==> src/gnpc_fifo.sv <==
`timescale 1ns / 1ps
`default_nettype none
// ----------------------------------------------------------------------------
// gnpc_fifo
// Small register queue with show-ahead read, used between the scaling front
// and the noise back end and as the result queue.
// ----------------------------------------------------------------------------
module gnpc_fifo #(
    parameter int unsigned W     = 48,
    parameter int unsigned DEPTH = 4
) (
    input  wire logic         i_clk,
    input  wire logic         i_rst_n,
    input  wire logic         i_push,
    input  wire logic [W-1:0] i_data,
    output logic              o_full,
    input  wire logic         i_pop,
    output logic [W-1:0]      o_data,
    output logic              o_empty
);
    localparam int unsigned AW = (DEPTH > 1) ? $clog2(DEPTH) : 1;

    logic [W-1:0]  r_mem [DEPTH];
    logic [AW-1:0] r_wr;
    logic [AW-1:0] r_rd;
    logic [AW:0]   r_cnt;
    logic          do_push;
    logic          do_pop;

    assign o_full  = (r_cnt == (AW+1)'(DEPTH));
    assign o_empty = (r_cnt == '0);
    assign do_push = i_push && !o_full;
    assign do_pop  = i_pop && !o_empty;
    assign o_data  = r_mem[r_rd];

    // storage
    always_ff @(posedge i_clk) begin
        if (do_push) begin
            r_mem[r_wr] <= i_data;
        end
    end

    // pointers and fill count
    always_ff @(posedge i_clk) begin
        if (!i_rst_n) begin
            r_wr  <= '0;
            r_rd  <= '0;
            r_cnt <= '0;
        end else begin
            if (do_push) begin
                r_wr <= (r_wr == AW'(DEPTH - 1)) ? '0 : r_wr + AW'(1);
            end
            if (do_pop) begin
                r_rd <= (r_rd == AW'(DEPTH - 1)) ? '0 : r_rd + AW'(1);
            end
            if (do_push && !do_pop) begin
                r_cnt <= r_cnt + (AW+1)'(1);
            end else if (do_pop && !do_push) begin
                r_cnt <= r_cnt - (AW+1)'(1);
            end
        end
    end

endmodule
`default_nettype wire

==> config.mk <==
export PLATFORM = sky130hd
export DESIGN_NAME = gnpc_fifo
export DESIGN_NICKNAME = d
export VERILOG_FILES = /design/src/gnpc_fifo.sv
export SDC_FILE = /design/constraint.sdc
export NUM_CORES = 1
export LEC_CHECK = 0
export BUFFER_PORTS_ARGS = -buffer_cell sky130_fd_sc_hd__buf_2
export CORE_AREA = 3 3 118 120
export DETAILED_ROUTE_END_ITERATION = 10
export DIE_AREA = 0 0 121 123
export PLACE_DENSITY = 0.79
export REMOVE_ABC_BUFFERS = 1
export SYNTH_ARGS = -nofsm -noshare
export SYNTH_HDL_FRONTEND = slang
export SYNTH_SLANG_ARGS = --single-unit
==> constraint.sdc <==
create_clock -name i_clk -period 3.1 [get_ports i_clk]
set_input_delay 0.775 -clock i_clk [delete_from_list [all_inputs] [get_ports i_clk]]
set_output_delay 0.775 -clock i_clk [all_outputs]
set_load 0.01 [all_outputs]
Word-level counts from Yosys, hierarchy flattened

Memory sizes are Yosys's and may differ from the RTL's. A register that Yosys moved wholly into a read port is not among the register bits.
Cells that the tools add are included.

Bits in registers: 7
Bits in writable memories: 192
Output and inout bits: 50
Memories kept: 1

Memories:

| name  | depth | bits a word | rd ports | clocked after memory_dff | wr ports | RTL line | RTL |
|---|---|---|---|---|---|---|---|
| r_mem | 4     | 48          | 1        | 1                        | 1        | 23       | `logic [W-1:0] r_mem [DEPTH];` |

Add/subtract/negate cells: 4
Equality and inequality tests: 3
Mux-type cells: 8
Reductions and logical operators: 10

Operators by type and width:

| cell                | count |
|---|---|
| $mux 2              | 4 |
| $mux 3              | 2 |
| $add 2x1->2 const B | 2 |
| $eq 2x2->1 const B  | 2 |
| $logic_and 1x1->1   | 4 |
| $logic_not 1->1     | 4 |
| $add 3x1->3 const B | 1 |
| $eq 3x3->1 const B  | 1 |
| $logic_not 3->1     | 1 |
| $sub 3x1->3 const B | 1 |
| $mux 1              | 2 |
| $reduce_bool 2->1   | 1 |

Longest topological paths before layout

Word-level depth: 7
Depth in mapped cells: 9

Least setup slack after synthesis

No wires, ideal clock.

Path kind: input-to-reg
Start point: input port i_push
End point: memory r_mem[0][0], enable pin
Data arrival time: 2211 ps
Data required time: 2690 ps
Slack: 478 ps
Stages: 3
Path buffers: 1
Cells stage by stage: nor2b_1 buf_2 and2_1

Longest elaborated chain between the ends: 3

RTL lines:

| what                         | RTL line | RTL |
|---|---|---|
| start, declared              | 14       | `input wire logic i_push,` |
| $logic_and 1x1->1            | 32       | `assign do_push = i_push && !o_full;` |
| via do_push                  | 27       | `logic do_push;` |
| $mux 1                       | 38       | `if (do_push) begin` |
| $mux 1 (not written as such) | 39       | `r_mem[r_wr] <= i_data;` |
| end, declared                | 23       |  |

The timed path passes the listed nets, and every way through them passes these cells.

==> results.cfg <==
[sta]
rsz0062_at_grt = false
relSlewSlack_pct = 65.0
drv_slew = 0
fin_crit_sh_pct = 88.1
finalHoldViolCount = 0
layout_setup_ws_ns = 0.370
skew_ns = 0.0125
fmax_mhz = 366
worstMarginPinSlew_ns = 0.520
min_period_ns = 2.73
setup_viol = 0

[cts]
clock-sinks = 201
ctsHoldBuffers = 0
clkLatencyLatePin_ns = 0.48
clkTransAtPathRegs_ns = 0.06
post_cts_buffers = 0
cts_tree = done
numCtsBuffers = 20
htreeDepth = 1
cts_buffer_depth = 3
cts_resized = 0
root_buffer = clkbuf_16

[power]
p_comb_share_pct = 21.1
pwr-share-clk_pct = 32.4
ir_drop_mv = 0.521
swShare_pct = 24.4
p_total_mw = 7.35
seqPwrFrac_pct = 46.5
power.density_mw_per_mm2 = 832
intPower_mw = 5.55
leakage_nw = 3.02
p_sw_mw = 1.79

[yosys]
synth_area_leader_cell = edfxtp_1
synth_top_area_share_pct = 78.0
postSynthCellCount = 301
ys_ff_latch = 201
ys_types = 24
yosysMostFrequentCell = edfxtp_1
synthTopCellsByArea = edfxtp_1 (78%), mux4_2 (15%), dfxtp_1 (2.4%)
syn_area_mm2 = 0.00739
yosysWarnings = 0
yosysSeqAreaShare_pct = 80.4
synth_ff_type = edfxtp_1
synthArstFlopShare_pct = 0
synth-edff-count = 192
avgSynthCellArea_um2 = 24.6
synthTopCellsByCount = edfxtp_1 (192), mux4_2 (48), dfxtp_1 (9), ha_1 (6), nand2_1 (6)

[route]
wl_per_cell_um = 19.6
drt_iter0_drc = 265
final_antenna_net_count = 0
firstDrtPassIters = 4
viasPerCell = 5.43
wl_um = 12000
vias = 3341
drc = 0

[final_layout]
syn_to_final_growth_pct = 19.4
final_net_count = 484
drive_above_1_share_pct = 44.2
antenna-diode-count = 0
final_util_pct = 67.4
num-fill-cells = 830

[worst_setup_path]
crit_path_end = o_data[26]
r2r_start = r_cnt[0]
critPathCaptureType = output port
worstPathMaxFanout = 15
worstPathRequired_ns = 2.32
worst-endpoint-arrival_ns = 1.95
crit_type = flip-flop to output port
reg2regPathDepth = 7
critPathLaunchType = flip-flop
rrSetupSlack_ns = 0.81
r2r_end = r_cnt[2]

[grt]
grt_pass1_vias = 3488
grt_pass1_wl_um = 19100
grt_start_max_net_pins = 29
antenna_found_initial = 0
grt-ovfl-total = 0
grt_use_total_pct = 16.8

[die]
die-area_mm2 = 0.0149
die_y_um = 123
die_x_um = 121
fp-row-count = 42
start_util_pct = 56.5
ioPinCount = 102
coreArea_mm2 = 0.0131

[hold_path]
hold_start = r_wr[1]
holdCritPathClass = flip-flop to flip-flop

[job]
drv_cap = 0

[run_status]
outcome = finished, final reports clean

[placement]
portBuffers = 101
pre_cts_ws_ns = 0.653
gp_routability_congestion = 0.698
dp_hpwl_um = 7360
[flip-flops by register name, summed over array words and instances (netlist names), named ones only]
register,count
r_rd,2
r_mem,192
r_cnt,3
r_wr,2
[kinds of logic (layout without fill, tap and decap cells)]
group | count (synthesis) | count (layout) | share of synthesized area [%]
AO/OA/AOI/OAI | 5 | 5 | 0.406
multiplexers | 51 | 51 | 15.0
flip-flops | 201 | 201 | 80.4
AND/OR/NAND/NOR | 20 | 20 | 1.39
adder cells (fa/ha/maj) | 7 | 7 | 1.29
buffers and inverters | 15 | 153 | 1.24
XOR/XNOR | 2 | 2 | 0.237
[per-layer routing]
metal	track usage, %	up-vias	wire [um]
met5	0	-	0
met4	3.61	0	155
met3	4.62	15	834
met2	26.1	92	5860
met1	24.4	1715	5190
li1	-	1519	-
[layout make-up]
class / instances / area (um^2) / area share (%)
Timing Repair Buffer: 114 / 616 / 6.98
Sequential cell: 201 / 5950 / 67.4
Clock inverter: 13 / 133 / 1.50
Inverter: 3 / 11.3 / 0.128
Multi-Input combinational cell: 85 / 1360 / 15.4
Tap cell: 176 / 220 / 2.50
Clock buffer: 23 / 533 / 6.04
[power groups by stage]
| stage | Combinational [mW] | Sequential, mW | Clock (mW) |
|---|---|---|---|
| after floorplan | 0.895 | 3.57 | 0 |
| after global placement | 1.58 | 3.45 | 0 |
| after detailed placement | 1.59 | 3.48 | 0 |
| after CTS | 1.60 | 3.42 | 2.44 |
| after global routing | 1.70 | 3.44 | 2.55 |
| final | 1.55 | 3.41 | 2.38 |
[how the worst min path moves through the flow]
stage              endpoint  slack (ns)  cells past startpoint
2_1_floorplan       r_wr[1]        0.47                      2
3_3_place_gp        r_wr[1]        0.48                      2
3_5_place_dp        r_wr[1]        0.49                      2
4_1_cts        r_mem[3][45]        0.50                      1
5_1_grt        r_mem[0][25]        0.50                      1
6_report            r_wr[1]        0.50                      2
[stage by stage]
| step | cells | hold WS, ns | TNS [ns] | cell area (um^2) |
|---|---|---|---|---|
| 6_report | 615 | 0.502 | 0 | 8820 |
| 5_1_grt | 615 | 0.497 | 0 | 8820 |
| 4_1_cts | 615 | 0.499 | 0 | 8820 |
| 3_5_place_dp | 579 | 0.493 | 0 | 8160 |
| 3_3_place_gp | 579 | 0.475 | 0 | 8160 |
| 2_1_floorplan | 289 | 0.468 | -21.53 | 7310 |
[placed cells by master, fill, tap and decap left out]
cell type,n
a21boi_0,1
and2_1,1
and2_2,4
buf_12,1
buf_2,101
buf_4,12
bufinv_16,3
clkbuf_1,2
clkbuf_16,21
clkinv_1,8
clkinv_2,1
clkinvlp_4,1
dfxtp_1,7
dfxtp_2,1
dfxtp_4,1
edfxtp_1,192
fa_1,1
ha_1,6
inv_1,3
mux2i_1,3
mux4_2,48
nand2_1,6
nand3_1,2
nor2_1,2
nor2b_1,2
nor3_1,1
nor3b_1,1
o21ai_0,3
o31ai_1,1
or3_1,1
xnor2_1,1
xor2_1,1
[worst max-delay path, stage by stage (launching register included)]
cell and delay [ns]:
dfxtp_4 0.43, buf_4 0.33, mux4_2 0.56, buf_2 0.16
Power figures use the tool's default switching activity.
