[config.mk]
export PLATFORM = sky130hd
export DESIGN_NAME = gnpc_front
export DESIGN_NICKNAME = d
export VERILOG_FILES = /design/src/gnpc_pkg.sv /design/src/gnpc_front.sv
export SDC_FILE = /design/constraint.sdc
export NUM_CORES = 2
export LEC_CHECK = 0
export ABC_AREA = 1
export BUFFER_PORTS_ARGS = -buffer_cell sky130_fd_sc_hd__buf_2
export CELL_PAD_IN_SITES_DETAIL_PLACEMENT = 0
export CELL_PAD_IN_SITES_GLOBAL_PLACEMENT = 2
export CORE_ASPECT_RATIO = 0.5
export CORE_MARGIN = 2
export CORE_UTILIZATION = 35
export CTS_CLUSTER_SIZE = 25
export DETAILED_ROUTE_END_ITERATION = 6
export PLACE_DENSITY_LB_ADDON = 0.1
export SLEW_MARGIN = 20
export SYNTH_ARGS = -nofsm -noshare
export SYNTH_HDL_FRONTEND = slang
export SYNTH_SLANG_ARGS = --single-unit
[constraint.sdc]
create_clock -name i_clk -period 38.4 [get_ports i_clk]
set_input_delay 1.92 -clock i_clk [delete_from_list [all_inputs] [get_ports i_clk]]
set_output_delay 1.92 -clock i_clk [all_outputs]
set_load 0.02 [all_outputs]
[src/gnpc_pkg.sv]
`timescale 1ns / 1ps
`default_nettype none
// ----------------------------------------------------------------------------
// gnpc_pkg
// Types, constants and elaboration-time helpers shared by the gradient noise
// pixel colorizer: payload words, register map, hash constants, sine table.
// ----------------------------------------------------------------------------
package gnpc_pkg;

    // field widths
    localparam int unsigned PIX_FIELD_W = 12;
    localparam int unsigned LAT_W       = 24;
    localparam int unsigned SIZE_W      = 13;
    localparam int unsigned ZOOM_W      = 16;
    localparam int unsigned SEED_W      = 32;
    localparam int unsigned LEVEL_W     = 8;
    localparam int unsigned COLOR_W     = 8;
    localparam int unsigned ANGLE_W     = 9;
    localparam int unsigned SIN_IDX_W   = 7;
    localparam int unsigned SIN_LAST    = 90;

    // configuration port
    localparam int unsigned ADDR_W = 5;
    localparam int unsigned DATA_W = 32;

    typedef enum logic [2:0] {
        REG_IMAGE_WIDTH  = 3'd0,
        REG_IMAGE_HEIGHT = 3'd1,
        REG_ZOOM         = 3'd2,
        REG_HASH_SEED    = 3'd3,
        REG_RED_LEVEL    = 3'd4,
        REG_GREEN_LEVEL  = 3'd5,
        REG_BLUE_LEVEL   = 3'd6
    } t_reg_idx;

    localparam logic [SIZE_W-1:0]  RST_IMAGE_WIDTH  = 13'd256;
    localparam logic [SIZE_W-1:0]  RST_IMAGE_HEIGHT = 13'd256;
    localparam logic [ZOOM_W-1:0]  RST_ZOOM         = 16'd2048;
    localparam logic [SEED_W-1:0]  RST_HASH_SEED    = 32'd0;
    localparam logic [LEVEL_W-1:0] RST_LEVEL        = 8'd255;

    // corner hash
    localparam logic [31:0] HASH_MUL_X   = 32'd374761393;
    localparam logic [31:0] HASH_MUL_Y   = 32'd668265263;
    localparam logic [31:0] HASH_MIX     = 32'd1274126177;
    localparam int unsigned HASH_SHIFT_A = 13;
    localparam int unsigned HASH_SHIFT_B = 16;

    // modulo 360 by reciprocal, floor(2^40 / 360) - 1
    localparam logic [31:0]        MOD360_RECIP = 32'd3054198965;
    localparam int unsigned        MOD360_SHIFT = 40;
    localparam logic [ANGLE_W-1:0] DEG_FULL     = 9'd360;
    localparam logic [ANGLE_W-1:0] DEG_HALF     = 9'd180;
    localparam logic [ANGLE_W-1:0] DEG_3Q       = 9'd270;
    localparam logic [ANGLE_W-1:0] DEG_QUARTER  = 9'd90;

    // latency of one corner unit
    localparam int unsigned CORNER_LAT = 9;

    localparam logic [63:0] PI_Q30 = 64'd3373259426;

    typedef struct packed {
        logic [PIX_FIELD_W-1:0] pixel_x;
        logic [PIX_FIELD_W-1:0] pixel_y;
    } t_pixel;

    typedef struct packed {
        logic [COLOR_W-1:0] red_out;
        logic [COLOR_W-1:0] green_out;
        logic [COLOR_W-1:0] blue_out;
    } t_result;

    // lattice coordinate, unsigned 8.16
    typedef struct packed {
        logic [LAT_W-1:0] coord_x;
        logic [LAT_W-1:0] coord_y;
    } t_lat;

    typedef struct packed {
        logic [SIZE_W-1:0]  image_width;
        logic [SIZE_W-1:0]  image_height;
        logic [ZOOM_W-1:0]  zoom_q8_8;
        logic [SEED_W-1:0]  hash_seed;
        logic [LEVEL_W-1:0] red_level;
        logic [LEVEL_W-1:0] green_level;
        logic [LEVEL_W-1:0] blue_level;
    } t_cfg;

    typedef struct packed {
        logic                 neg;
        logic [SIN_IDX_W-1:0] idx;
    } t_sin_sel;

    // quadrant folding of a whole-degree angle below 360
    function automatic t_sin_sel sin_select(input logic [ANGLE_W-1:0] ang);
        t_sin_sel     sel;
        logic [ANGLE_W-1:0] k;
        if (ang <= DEG_QUARTER) begin
            k = ang;
            sel.neg = 1'b0;
        end else if (ang <= DEG_HALF) begin
            k = DEG_HALF - ang;
            sel.neg = 1'b0;
        end else if (ang <= DEG_3Q) begin
            k = ang - DEG_HALF;
            sel.neg = 1'b1;
        end else begin
            k = DEG_FULL - ang;
            sel.neg = 1'b1;
        end
        sel.idx = k[SIN_IDX_W-1:0];
        return sel;
    endfunction

    // sine of k degrees in unsigned Q30, Taylor series through x^13
    function automatic longint unsigned sin_q30(input int unsigned k);
        longint unsigned x;
        longint unsigned x2;
        longint unsigned term;
        longint unsigned sum;
        longint unsigned prod;
        x = (64'(k) * PI_Q30) / 64'd180;
        x2 = (x * x) >> 30;
        term = x;
        sum = x;
        for (int n = 1; n <= 6; n++) begin
            prod = (term * x2) >> 30;
            case (n)
                1: term = prod / 64'd6;
                2: term = prod / 64'd20;
                3: term = prod / 64'd42;
                4: term = prod / 64'd72;
                5: term = prod / 64'd110;
                default: term = prod / 64'd156;
            endcase
            if ((n % 2) == 1) begin
                sum = sum - term;
            end else begin
                sum = sum + term;
            end
        end
        return sum;
    endfunction

    // sine magnitude rounded half up to frac bits, saturated below one
    function automatic longint unsigned sin_fixed(input int unsigned k,
                                                  input int unsigned frac);
        longint unsigned r;
        longint unsigned lim;
        r = (sin_q30(k) + (64'd1 << (29 - frac))) >> (30 - frac);
        lim = (64'd1 << frac) - 64'd1;
        if (r > lim) begin
            r = lim;
        end
        return r;
    endfunction

endpackage
`default_nettype wire

[src/gnpc_front.sv]
`timescale 1ns / 1ps
`default_nettype none
// ----------------------------------------------------------------------------
// gnpc_front
// Scales a pixel to lattice space: pixel * zoom << 8 / size for both axes,
// a multiply stage then a pipelined restoring divider, two bits per stage.
// ----------------------------------------------------------------------------
module gnpc_front #(
    parameter int unsigned COORD_BITS = 12
) (
    input  wire logic            i_clk,
    input  wire logic            i_rst_n,
    input  wire logic            i_valid,
    output logic                 o_ready,
    input  wire gnpc_pkg::t_pixel i_pixel,
    input  wire gnpc_pkg::t_cfg  i_cfg,
    output logic                 o_valid,
    input  wire logic            i_ready,
    output gnpc_pkg::t_lat       o_lat
);
    localparam int unsigned PIX_W  = (COORD_BITS < gnpc_pkg::PIX_FIELD_W) ?
                                     COORD_BITS : gnpc_pkg::PIX_FIELD_W;
    localparam int unsigned PROD_W = PIX_W + gnpc_pkg::ZOOM_W;
    localparam int unsigned NUM_W  = PROD_W + 8;
    localparam int unsigned STAGES = (NUM_W + 1) / 2;
    localparam int unsigned PAD_W  = 2 * STAGES;
    localparam int unsigned REM_W  = gnpc_pkg::SIZE_W;

    logic              r_v [0:STAGES];
    logic [PROD_W-1:0] r_prod_x;
    logic [PROD_W-1:0] r_prod_y;
    logic [REM_W-1:0]  r_rem_x [1:STAGES];
    logic [REM_W-1:0]  r_rem_y [1:STAGES];
    logic [PAD_W-1:0]  r_nq_x  [1:STAGES];
    logic [PAD_W-1:0]  r_nq_y  [1:STAGES];
    logic [REM_W-1:0]  n_rem_x [1:STAGES];
    logic [REM_W-1:0]  n_rem_y [1:STAGES];
    logic [PAD_W-1:0]  n_nq_x  [1:STAGES];
    logic [PAD_W-1:0]  n_nq_y  [1:STAGES];
    logic [REM_W-1:0]  div_x;
    logic [REM_W-1:0]  div_y;
    logic              en;

    // two restoring steps: remainder in, next numerator bits out, quotient in
    function automatic logic [REM_W+PAD_W-1:0] div2(input logic [REM_W-1:0] rem,
                                                    input logic [PAD_W-1:0] nq,
                                                    input logic [REM_W-1:0] d);
        logic [REM_W:0]   t;
        logic [REM_W-1:0] r;
        logic [PAD_W-1:0] q;
        r = rem;
        q = nq;
        for (int b = 0; b < 2; b++) begin
            t = {r, q[PAD_W-1]};
            q = {q[PAD_W-2:0], 1'b0};
            if (t >= {1'b0, d}) begin
                t = t - {1'b0, d};
                q[0] = 1'b1;
            end
            r = t[REM_W-1:0];
        end
        return {r, q};
    endfunction

    // zero size divides as one
    assign div_x = (i_cfg.image_width == '0) ? REM_W'(1) : i_cfg.image_width;
    assign div_y = (i_cfg.image_height == '0) ? REM_W'(1) : i_cfg.image_height;

    assign en      = !r_v[STAGES] || i_ready;
    assign o_ready = en;
    assign o_valid = r_v[STAGES];
    assign o_lat.coord_x = r_nq_x[STAGES][gnpc_pkg::LAT_W-1:0];
    assign o_lat.coord_y = r_nq_y[STAGES][gnpc_pkg::LAT_W-1:0];

    // divider stage logic
    always_comb begin
        logic [REM_W+PAD_W-1:0] sx;
        logic [REM_W+PAD_W-1:0] sy;
        for (int s = 1; s <= STAGES; s++) begin
            if (s == 1) begin
                sx = div2('0, PAD_W'({r_prod_x, 8'b0}), div_x);
                sy = div2('0, PAD_W'({r_prod_y, 8'b0}), div_y);
            end else begin
                sx = div2(r_rem_x[s-1], r_nq_x[s-1], div_x);
                sy = div2(r_rem_y[s-1], r_nq_y[s-1], div_y);
            end
            n_rem_x[s] = sx[REM_W+PAD_W-1:PAD_W];
            n_nq_x[s]  = sx[PAD_W-1:0];
            n_rem_y[s] = sy[REM_W+PAD_W-1:PAD_W];
            n_nq_y[s]  = sy[PAD_W-1:0];
        end
    end

    // pipeline payload
    always_ff @(posedge i_clk) begin
        if (en) begin
            r_prod_x <= PROD_W'(i_pixel.pixel_x[PIX_W-1:0]) * PROD_W'(i_cfg.zoom_q8_8);
            r_prod_y <= PROD_W'(i_pixel.pixel_y[PIX_W-1:0]) * PROD_W'(i_cfg.zoom_q8_8);
            for (int s = 1; s <= STAGES; s++) begin
                r_rem_x[s] <= n_rem_x[s];
                r_rem_y[s] <= n_rem_y[s];
                r_nq_x[s]  <= n_nq_x[s];
                r_nq_y[s]  <= n_nq_y[s];
            end
        end
    end

    // pipeline valid bits
    always_ff @(posedge i_clk) begin
        if (!i_rst_n) begin
            for (int s = 0; s <= STAGES; s++) begin
                r_v[s] <= 1'b0;
            end
        end else if (en) begin
            r_v[0] <= i_valid;
            for (int s = 1; s <= STAGES; s++) begin
                r_v[s] <= r_v[s-1];
            end
        end
    end

endmodule
`default_nettype wire

Word-level counts from Yosys, hierarchy flattened
Memories as Yosys holds them, arrays and structs flattened.
Index checks and enable logic that the tools add are counted.
{"block": "totals", "regBits": 56, "latch_bits": 0, "ramBits": 1783, "rom_bits": 0, "input_bits": 126, "out_inout_bits": 50, "wordCells": 346, "memories": 5}
{"block": "op_classes", "n_addsub": 72, "mul": 2, "n_div": 0, "magnitude_cmp": 72, "n_eq_ne": 0, "shifts": 0, "muxes": 170, "bitwise_logic": 19, "reduce_logical": 4}
{"name": "r_nq_x", "words": 18, "word_bits": 36, "rd": 18, "rd_clocked_by_memory_dff": 0, "wr": 18, "line_no": "gnpc_front.sv:34", "text": "logic [PAD_W-1:0] r_nq_x [1:STAGES];"}
{"name": "r_nq_y", "words": 18, "word_bits": 36, "rd": 18, "rd_clocked_by_memory_dff": 0, "wr": 18, "line_no": "gnpc_front.sv:35", "text": "logic [PAD_W-1:0] r_nq_y [1:STAGES];"}
{"name": "r_rem_x", "words": 18, "word_bits": 13, "rd": 17, "rd_clocked_by_memory_dff": 0, "wr": 18, "line_no": "gnpc_front.sv:32", "text": "logic [REM_W-1:0] r_rem_x [1:STAGES];"}
{"name": "r_rem_y", "words": 18, "word_bits": 13, "rd": 17, "rd_clocked_by_memory_dff": 0, "wr": 18, "line_no": "gnpc_front.sv:33", "text": "logic [REM_W-1:0] r_rem_y [1:STAGES];"}
{"name": "r_v", "words": 19, "word_bits": 1, "rd": 19, "rd_clocked_by_memory_dff": 0, "wr": 19, "line_no": "gnpc_front.sv:29", "text": "logic r_v [0:STAGES];"}
{"cell": "14-bit by 13-bit >= comparator with 1-bit output", "count": 70}
{"cell": "13-bit 2-to-1 mux", "count": 74}
{"cell": "13-bit subtractor", "count": 70}
{"cell": "1-bit 2-to-1 mux", "count": 96}
{"cell": "12-bit by 16-bit multiplier with 28-bit output", "count": 2}
{"cell": "1-bit by 13-bit >= comparator with 1-bit output", "count": 2}
{"cell": "13-bit zero test", "count": 2}
{"cell": "1-bit by 13-bit subtractor with 13-bit output", "count": 2}
{"cell": "1-bit OR", "count": 19}
{"cell": "1-bit zero test", "count": 1}
{"cell": "1-bit logical OR", "count": 1}

Longest topological paths before layout
An unclocked memory read counts as a cell.
{"block": "logic_depth", "word_depth": 7, "ltp_mapped": 36, "ltp_nobuf": 33}

Worst setup path before layout
Ideal clock, no wire load.
{"block": "synth_path", "path_type": "input port to flip-flop", "startpoint": "in i_ready", "endpoint": "mem r_v[17] (data pin)", "setup_ns": 0.145, "arrival_time_ns": 32.236, "required_time_ns": 38.255, "slack_ns": 6.020, "cell_stages": 5, "n_path_buf": 1, "cell_sequence": "inv_1 > nand2_1 > nand2_1 > clkbuf_1 > nor2_1"}
{"item": "from (decl)", "line_no": "gnpc_front.sv:18", "text": "input wire logic i_ready,"}
{"item": "to (decl)", "line_no": "gnpc_front.sv:29"}

==> results.md <==
* Rows at 140
* Chip Width at 768 µm
* DRT antenna net count at 0
* # placed instances at about 16000
* R2R cell count at 22
* Cell area after synthesis at roughly 100000 µm²
* Worst Path Max Fanout at 29
* Startpoint Class: primary input
* Cells after synthesis at 12500
* RR Endpoint: r_rem_y[0][91]
* Layout Cells excl Fill at 16600
* Maxcap violations at 0
* Drt total wl at 300 mm
* DP Wirelength at 222 mm
* Max Transition Viols Final at 0
* First-pass GRT wire length at 468 mm
* Setup TNS at 0 ns
* Crit. Startpoint: i_cfg[86]
* Status: complete, no violations
* Layout area overhead at 8.73%
* Initial antenna violation count at 5
* Htree depth at 4
* Distinct cells, synth at 61
* Slew headroom at 0.259
* Seq/Total Area, Yosys at 0.349
* Vias/cell at roughly 5
* Commonest cells after routing, fill and taps aside: 3451 x nand2_1, 1553 x inv_1, 1176 x edfxtp_1, 1036 x ha_1, 858 x a21oi_1
* Slowest Stage Delay on Critical Path at 0.62 ns
* Vias in the first global route at between 80000 and 90000
* Routed vias at around 81000
* CP arrival at 8.63 ns
* Skew final at roughly 0.073 ns
* Bufs on Longest Clock Path at 4
* Grt total ovfl at 0
* Cell at the slowest stage of the critical path: o21ai_0
* Pre-CTS setup slack at slightly below 30 ns
* CP required at 38.93 ns
* Clock transition at the registers of the reported paths at 0.06 ns
* Achievable clock frequency at 123 MHz
* Ys Warns at 0
* Die height at 386 µm
* DRT iter0 DRCs at roughly 4800
* Final routed DRC violation total at 0
* Min-Delay Path Class: reg2reg
* Syn_nets at 14000
* Clk_lat worst skew at 0.85 ns
* CTS Buf Count at about 140
* Worst slew pin tran at 1.10 ns
* Core Area at 291000 µm²
* Die area at a little under 300000 µm²
* Min Clock Period, post-route at 8.11 ns
* I/O Buffers at between 100 and 150
* Seq cells post-synth at 1193
* Wire per inst at 18.1 µm
* Fin crit share at 0.211
* Worst path most repeated cell: nand2_1
* Share of layout cells above drive strength 1 at 0.0489
* RR Startpoint: r_nq_y[0][251]
* Syn avg cell area at 8.18 µm²
* Top Ports at 176
* CTS root buf: clkbuf_16
* Sequential cell area at 35700 µm²
* CTS tree: yes
* Setup CP Type: in2reg
* # fillers at 30200
* Min setup slack post-route at 30.29 ns
* Cell area after placement at ~110000 µm²
* Setup Buffers After CTS at 0
* Nets at 14100
* Setup Viol. Count Final at 0
* Initial core utilization at 0.351
* Area of the multi-input gates at 58900 µm²
* Worst setup path end: r_rem_x[0][155]
* DRT Pass-1 Iters at 6
* Largest net degree at the start of global routing at 155
* Commonest non-fill, non-tap cell in the layout: nand2_1
* Gpl congestion at 0.828
* RSZ-0062 raised after global routing: false
* CTS sink cnt at 1193
* GR Util All Layers at 0.200
* CTS resizes at 0
* Post-Layout Inst Area at 111000 µm²
* Final Hold Viols at 0
* CTS Hold Bufs at 0
* Critical Path End Type: flip-flop
* Worst R2R Setup Slack at 32.55 ns
-- worst min-delay path by stage --
stage | cells after the start | slack, ns | from | to
2_1_floorplan | 0 | 0.40 | r_nq_x[0][62] | r_nq_x[0][100]
3_3_place_gp | 0 | 0.40 | r_nq_x[0][204] | r_nq_x[0][242]
3_5_place_dp | 0 | 0.40 | r_nq_x[0][205] | r_nq_x[0][243]
4_1_cts | 0 | 0.34 | r_nq_x[0][124] | r_nq_x[0][162]
5_1_grt | 0 | 0.36 | r_nq_x[0][200] | r_nq_x[0][238]
6_report | 0 | 0.35 | r_nq_x[0][392] | r_nq_x[0][430]
-- synth_stat cells (all sizes together) --
master	n	area, µm²
o31ai	5	37.5
a21boi	19	154
clkinv	1	8.76
a21o	107	803
nor3	89	457
nand3	837	4370
a221oi	1	8.76
a21oi	881	4510
a41oi	1	8.76
a31o	6	52.6
o21bai	79	593
o22ai	17	106
nor2	837	3230
o211a	1	10.0
o21ai	630	3180
and2	8	50.1
or2	33	206
fa	342	6850
a31oi	61	382
o2111ai	10	87.6
edfxtp	1176	35300
a211oi	4	30.0
xnor2	283	2480
buf	185	1290
and3	4	25.0
inv	1596	5990
nand2b	2	12.5
xor2	384	3360
o21a	8	60.1
nand2	3491	13200
nand3b	35	263
nor3b	4	30.0
nor4	12	75.1
ha	1036	13000
dfxtp	17	340
nand4	196	1230
o211ai	5	42.5
clkbuf	98	393
-- metal layers --
layer  track usage  up-vias  wire length [µm]
met1         0.285    38100            149000
met5             0        -                 0
li1              -    41800                 -
met2         0.328     1152            134000
met3        0.0247      285             10900
met4        0.0388        0              5760
-- critical path, delay by kind of cell --
| kind | cells | cell delay, ns |
|---|---|---|
| adders and majority gates | 3 | 1.04 |
| and+or+nand+nor | 20 | 3.65 |
| AOI/OAI and AO/OA | 2 | 0.83 |
| buffers and inverters | 5 | 1.13 |
-- registers in the layout (all words and copies together), names as in the netlist --
name / cells
r_nq_x: 338
r_nq_y: 338
r_rem_x: 221
r_rem_y: 221
r_prod_x: 28
r_prod_y: 28
r_v: 19
-- per-stage QoR --
step,hold WS [ns],utilization
global placement,0.400,0.367
detailed placement,0.405,0.367
floorplan,0.400,-
CTS,0.337,0.382
finish,0.350,0.382
global route,0.357,0.382
-- kinds of logic after synthesis --
group,Yosys count,share of synthesized area
and+or+nand+nor,5548,0.226
adders and majority gates,1378,0.194
buffers and inverters,1880,0.0752
AOI/OAI and AO/OA,1835,0.0985
xor gates and xnor gates,667,0.0572
DFF,1193,0.349
-- area by class of cell --
cell class,instances,area share
diodes,3,0.0000676
clock buffers,159,0.0325
clock inverters,81,0.00769
inverters,1597,0.0542
multi-input cells,9428,0.530
flip-flops and latches,1193,0.321
well taps,3905,0.0440
repair buffers,196,0.0109
Power is not shown: default switching activity piles up to over one toggle a cycle in this logic, so the estimate is an artifact.
